`config.mk`:
```
export PLATFORM = sky130hd
export DESIGN_NAME = a4s_mac
export DESIGN_NICKNAME = d
export VERILOG_FILES = /design/src/rtl/a4s_pkg.sv /design/src/rtl/a4s_mac.sv
export SDC_FILE = /design/constraint.sdc
export NUM_CORES = 1
export LEC_CHECK = 0
export ABC_AREA = 1
export ABC_CLOCK_PERIOD_IN_PS = 9750
export BUFFER_PORTS_ARGS = -buffer_cell sky130_fd_sc_hd__clkbuf_2
export CORE_ASPECT_RATIO = 1.75
export CORE_MARGIN = 5
export CORE_UTILIZATION = 50
export DETAILED_ROUTE_END_ITERATION = 16
export GPL_ROUTABILITY_DRIVEN = 1
export MAX_ROUTING_LAYER = met4
export PLACE_DENSITY = 0.68
export SLEW_MARGIN = 20
export SYNTH_ARGS = -nofsm -noshare
export SYNTH_HDL_FRONTEND = slang
export SYNTH_SLANG_ARGS = --single-unit
```
`constraint.sdc`:
```
create_clock -name clk -period 9.75 [get_ports clk]
set_clock_uncertainty 0.1 [all_clocks]
set_input_delay 0.4875 -clock clk [delete_from_list [all_inputs] [get_ports clk]]
set_output_delay 0.4875 -clock clk [all_outputs]
set_load 0.02 [all_outputs]
```
`src/rtl/a4s_pkg.sv`:
```
// ----------------------------------------------------------------------------
// a4s_pkg
// shared types, codes and constants of the four-dimensional cell store
// ----------------------------------------------------------------------------
package a4s_pkg;

	localparam int CELL_CAPACITY_DEF = 4096;
	localparam int DATA_BITS_DEF     = 32;

	localparam int DIM_W     = 13;
	localparam int COORD_W   = 16;
	localparam int VAL_W     = 32;
	localparam int CNT_OUT_W = 13;
	localparam int APB_AW    = 4;
	localparam int APB_DW    = 32;

	localparam logic [DIM_W-1:0] DIM_X_RST = 13'd16;
	localparam logic [DIM_W-1:0] DIM_Y_RST = 13'd16;
	localparam logic [DIM_W-1:0] DIM_Z_RST = 13'd4;
	localparam logic [DIM_W-1:0] DIM_T_RST = 13'd4;

	localparam logic [1:0] REG_DIM_X = 2'd0;
	localparam logic [1:0] REG_DIM_Y = 2'd1;
	localparam logic [1:0] REG_DIM_Z = 2'd2;
	localparam logic [1:0] REG_DIM_T = 2'd3;

	localparam logic [1:0] OP_WRITE = 2'd0;
	localparam logic [1:0] OP_READ  = 2'd1;
	localparam logic [1:0] OP_QUERY = 2'd2;

	localparam logic [1:0] ST_OK    = 2'd0;
	localparam logic [1:0] ST_RANGE = 2'd1;
	localparam logic [1:0] ST_EMPTY = 2'd2;

	typedef struct packed {
		logic [1:0]                operation;
		logic signed [COORD_W-1:0] coord_x;
		logic signed [COORD_W-1:0] coord_y;
		logic signed [COORD_W-1:0] coord_z;
		logic signed [COORD_W-1:0] coord_t;
		logic [VAL_W-1:0]          write_value;
	} req_t;

	typedef struct packed {
		logic [1:0]           status;
		logic [VAL_W-1:0]     read_data;
		logic                 present;
		logic [CNT_OUT_W-1:0] absent_cnt;
		logic [CNT_OUT_W-1:0] used_cnt;
	} rsp_t;

	typedef struct packed {
		logic first;
		logic base_one;
		logic en;
	} mac_ctrl_t;

	typedef struct packed {
		logic store_we;
		logic pres_we;
		logic pres_bit;
	} mem_ctrl_t;

	function automatic logic coord_in_dim(logic signed [COORD_W-1:0] c, logic [DIM_W-1:0] d);
		logic [COORD_W-2:0] mag;
		logic [COORD_W-2:0] lim;
		mag = c[COORD_W-2:0];
		lim = (COORD_W-1)'(d);
		return !c[COORD_W-1] && (mag < lim);
	endfunction

endpackage

```
`src/rtl/a4s_mac.sv`:
```
// ----------------------------------------------------------------------------
// a4s_mac
// shared saturating multiply-add step: acc = acc * dim + addend
// ----------------------------------------------------------------------------
module a4s_mac
	import a4s_pkg::*;
#(
	parameter int CELL_CAPACITY = CELL_CAPACITY_DEF,
	parameter int ACC_W         = $clog2(CELL_CAPACITY + 1)
) (
	input  logic             clk,
	input  mac_ctrl_t        ctrl,
	input  logic [DIM_W-1:0] dim,
	input  logic [DIM_W-1:0] addend,
	output logic [ACC_W-1:0] acc,
	output logic [ACC_W-1:0] nxt
);

	localparam int PROD_W = ACC_W + DIM_W;
	localparam int SUM_W  = PROD_W + 1;

	logic [ACC_W-1:0]  acc_q;
	logic [ACC_W-1:0]  base;
	logic [PROD_W-1:0] prod;
	logic [SUM_W-1:0]  sum;

	// saturation at capacity is exact, every later step with a nonzero dim only grows
	always_comb begin
		if (ctrl.first) begin
			base = ctrl.base_one ? ACC_W'(1) : '0;
		end else begin
			base = acc_q;
		end
		prod = PROD_W'(base) * PROD_W'(dim);
		sum  = SUM_W'(prod) + SUM_W'(addend);
		nxt  = (sum >= SUM_W'(CELL_CAPACITY)) ? ACC_W'(CELL_CAPACITY) : sum[ACC_W-1:0];
	end

	always_ff @(posedge clk) begin
		if (ctrl.en) begin
			acc_q <= nxt;
		end
	end

	assign acc = acc_q;

endmodule

```
Yosys cells after proc, flatten, opt, wreduce, memory -nomap -nowiden:

Index checks and enable logic that the tools add are counted.

* add/subtract/negate cells: 1
* multiply operators: 1
* order comparisons: 1
* muxes and demuxes: 3

Operators with widths (count)
* adder 26 x 13 -> 27 bit: 1
* greater-or-equal comparator 27 x 13 -> 1 bit, second input constant: 1
* multiplier 13 x 13 -> 26 bit: 1
* two-way mux 13 bit: 2
* two-way mux 1 bit: 1

* register bits: 13

Logic depth before layout (Yosys ltp):

* depth in word-level cells: 6
* depth in mapped cells: 33

Worst setup path before layout:

No wires, ideal clock.

* path kind: input-to-output
* start point: in ctrl[2] in the netlist's numbering
* end point: out nxt[10]
* arrival time: 5.962 ns
* setup slack: 3.201 ns
* stages on the path: 28
* path buffers: 2
* path through: inv_1 clkbuf_1 nand2_1 inv_1 nand2_1 fa_1 inv_1 fa_1 inv_1 fa_1 fa_1 fa_1 inv_1 fa_1 ha_1 nand2_2 nor2_2 nand2_1 nor2_1 nand2_1 nand4_1 nand2_1 nor2_1 nand2_1 nor2_2 nand2_2 buf_6 nor2_2

* cells in the longest elaborated chain, start to end: 5

Ends and longest elaborated chain
* from (decl): line a4s_mac.sv:12 `input mac_ctrl_t ctrl,`
* two-way mux 13 bit (*): line a4s_mac.sv:29 `if (ctrl.first) begin`
* multiplier 13 x 13 -> 26 bit (*): line a4s_mac.sv:34 `prod = PROD_W'(base) * PROD_W'(dim);`
* adder 26 x 13 -> 27 bit (*): line a4s_mac.sv:35 `sum = SUM_W'(prod) + SUM_W'(addend);`
* greater-or-equal comparator 27 x 13 -> 1 bit: line a4s_mac.sv:36 `nxt = (sum >= SUM_W'(CELL_CAPACITY)) ? ACC_W'(CELL_CAPACITY) : sum[ACC_W-1:0];`
* two-way mux 13 bit (*): line a4s_mac.sv:36
* to (decl): line a4s_mac.sv:16 `output logic [ACC_W-1:0] nxt`

Mark *: on every way between the ends. The rest lies on a longest branch, timed or not.

Worst setup path in the final report:

* start point: in ctrl[2] in the netlist's numbering
* end point: out nxt[1]

Same word-level chain as after synthesis.

==> flow_summary.ini <==
[layout]
fin_nets = 1299
syn_to_final_growth_pct = 7.28
largest_register_ffs = 13
num_antenna_cells = 0
drive_gt1_share_pct = 9.88
stdcell_count = 1223

[setup_path]
path_delay_family = adder cells
worstPathMaxFanout = 14
crit_top_cell = nand2_1
worst_setup_path_end_kind = output port
crit_type = input pin to output port
arrival_ns = 7.05
crit_buf_inv = 8
cp_data_required_time_ns = 9.16
slowest_delay_ns = 0.56
ff2ff_path_depth = 30
critical_path_depth = 31
crit_slowest_cell = fa_1
startpoint_type = input pin
r2r_setup_slack_ns = 3.14

[grt]
grt_antenna_before_repair = 0
grt_max_degree = 15
track_usage_pct = 25.2
grt_pass1_wl_mm = 32.7
grt_pass1_vias = 6458
overflow = 0

[routing]
dr.pass1.iters = 5
wl_met1_mm = 7.19
drt_iter0_markers = 244
drt-total-wl_mm = 19.9
top_layer = met4
drc = 0
drt.antenna.violating_nets = 0
dr_wl_met2_mm = 11.3
wl_per_cell_um = 16.2
vias_per_cell = 5.02
vias = 6136
wl_met3_um = 592

[cts]
cts_buffer_depth = 2
cts_tree = done
cts.clk_slew.worst_paths_ns = 0.05
cts.sink_count = 13
postCtsHoldBufs = 0
clock_latency_ns = 0.25
cts_buffers = 3
cts_setup_buffers = 0
htreeDepth = 1
root_buffer = clkbuf_16
cts_repair_resize_count = 0

[sta]
setup_tns_ns = 0
hold_viol = 0
timing.final.crit_share_pct = 78.4
fmax_mhz = 131
drv_slew = 0
maxSlewHeadroom_pct = 67.9
setup_viol = 0
setup_slack_ns = 2.11
rsz0062_at_grt = no
tightest_slew_ns = 0.481
period_needed_ns = 7.64
fin_hold_ws_ns = 0.623

[place]
gp_congestion = 0.983
pre_cts_ws_ns = 2.17
dp_cells = 1219
dp_hpwl_mm = 17.8
io_buffers = 55

[power_and_ir_drop]
powerDensity_mw_per_mm2 = 151
power_switching_mw = 0.700
switching_share_pct = 58.7
comb_power_share_pct = 87.8
ir_drop_mv = 0.189
p_leak_nw = 4.73
cell_internal_pwr_mw = 0.492
power_frac_clock_pct = 6.7
p_seq_share_pct = 5.5

[yosys]
synth_nets = 1250
synth.cell_area_mm2 = 0.00736
synth_cell_types = 32
yosysSeqAreaShare_pct = 5.31
syn_avg_cell_area_um2 = 7.39
synth_warnings = 0
syn_inst = 995
yosys_register_bits = 13

[die]
coreArea_mm2 = 0.0144
die_w_um = 102
fp-row-count = 58
die_h_um = 170
start_util_pct = 50.9
design.die.area_mm2 = 0.0173
pin_count = 56

[min_path]
worstHoldPathCells = 1
hold_class = input pin to flop

[status]
status = finished, final reports clean

[run]
maxCapViolations = 0
-- path summary, 6_finish.rpt --
kind / start / endpoint
min reg2reg: acc[0]$_DFFE_PP_ / acc[0]$_DFFE_PP_
min: ctrl[0] / acc[6]$_DFFE_PP_
max reg2reg: acc[7]$_DFFE_PP_ / acc[1]$_DFFE_PP_
max: ctrl[2] / nxt[1]
-- per-layer routing --
| layer | track usage, % | vias to the layer above |
|---|---|---|
| met5 | - | - |
| met4 | 8.85 | 0 |
| met3 | 1.23 | 41 |
| met2 | 47.4 | 143 |
| met1 | 27.4 | 2972 |
| li1 | - | 2980 |
-- cell usage after synthesis --
cell type	n	area, µm²
nor2_4	3	33.8
clkinv_1	1	3.75
nor2_1	123	462
nand4_1	8	50.1
and2_4	1	8.76
clkbuf_1	7	26.3
or2_2	1	6.26
nand2_1	244	916
buf_1	4	15.0
nand3_1	24	120
xor2_1	2	17.5
nor2_2	18	113
nor4_1	1	6.26
ha_1	94	1180
inv_1	266	998
xnor2_1	12	105
nand3_2	2	20.0
o21bai_1	1	7.51
o21ai_1	1	5.00
and2_1	2	12.5
nand2_2	15	93.8
fa_1	131	2620
edfxtp_1	13	390
or2_1	1	6.26
a21o_1	1	7.51
nand3b_1	2	15.0
nor3_2	1	10.0
buf_6	1	11.3
o21ai_0	1	5.00
nand4_2	1	12.5
nand3b_4	1	20.0
a21oi_1	12	60.1
-- area by class of cell --
class	count	area, µm²
Clock buffer	3	75.1
Clock inverter	1	5.00
Fill cell	1406	6550
Inverter	267	1000
Multi-Input combinational cell	703	5910
Sequential cell	13	390
Tap cell	180	225
Timing Repair Buffer	56	283
-- power groups by stage --
stage / registers, mW / clock network [mW] / logic, mW
global route: 0.0654 / 0.0829 / 1.19
finish: 0.0654 / 0.0795 / 1.05
detailed placement: 0.0664 / 0 / 1.04
global placement: 0.0663 / 0 / 1.05
CTS: 0.0654 / 0.0796 / 1.05
floorplan: 0.0685 / 0 / 0.795
-- stage by stage --
| step | util (%) | area [µm²] | power (mW) |
|---|---|---|---|
| final | 54.7 | 7890 | 1.19 |
| after global routing | 54.7 | 7890 | 1.34 |
| after CTS | 54.7 | 7890 | 1.20 |
| after detailed placement | 54.1 | 7810 | 1.11 |
| after global placement | 54.1 | 7810 | 1.11 |
| after floorplan | - | 7360 | 0.863 |
-- cell usage in the layout (no fill, tap or decap), types with 2 or more instances in the layout --
cell,synthesis,layout
a21oi_1,12,12
and2_1,2,2
clkbuf_16,0,3
clkbuf_2,0,55
edfxtp_1,13,13
fa_1,131,131
ha_1,94,94
inv_1,266,266
nand2_1,244,244
nand2_2,15,15
nand3_1,24,24
nand3_2,2,2
nand3b_1,2,2
nand4_1,8,8
nor2_1,123,123
nor2_2,18,18
nor2_4,3,3
xnor2_1,12,12
xor2_1,2,2
-- cell families after synthesis --
logic type / Yosys count / synth area share (%)
adders and majority gates: 225 / 51.6
DFF: 13 / 5.31
AOI/OAI and AO/OA: 16 / 1.16
buffers and inverters: 279 / 14.3
xor gates and xnor gates: 14 / 1.67
and+or+nand+nor: 448 / 25.9
No activity file was read; power rests on OpenSTA's default activity.
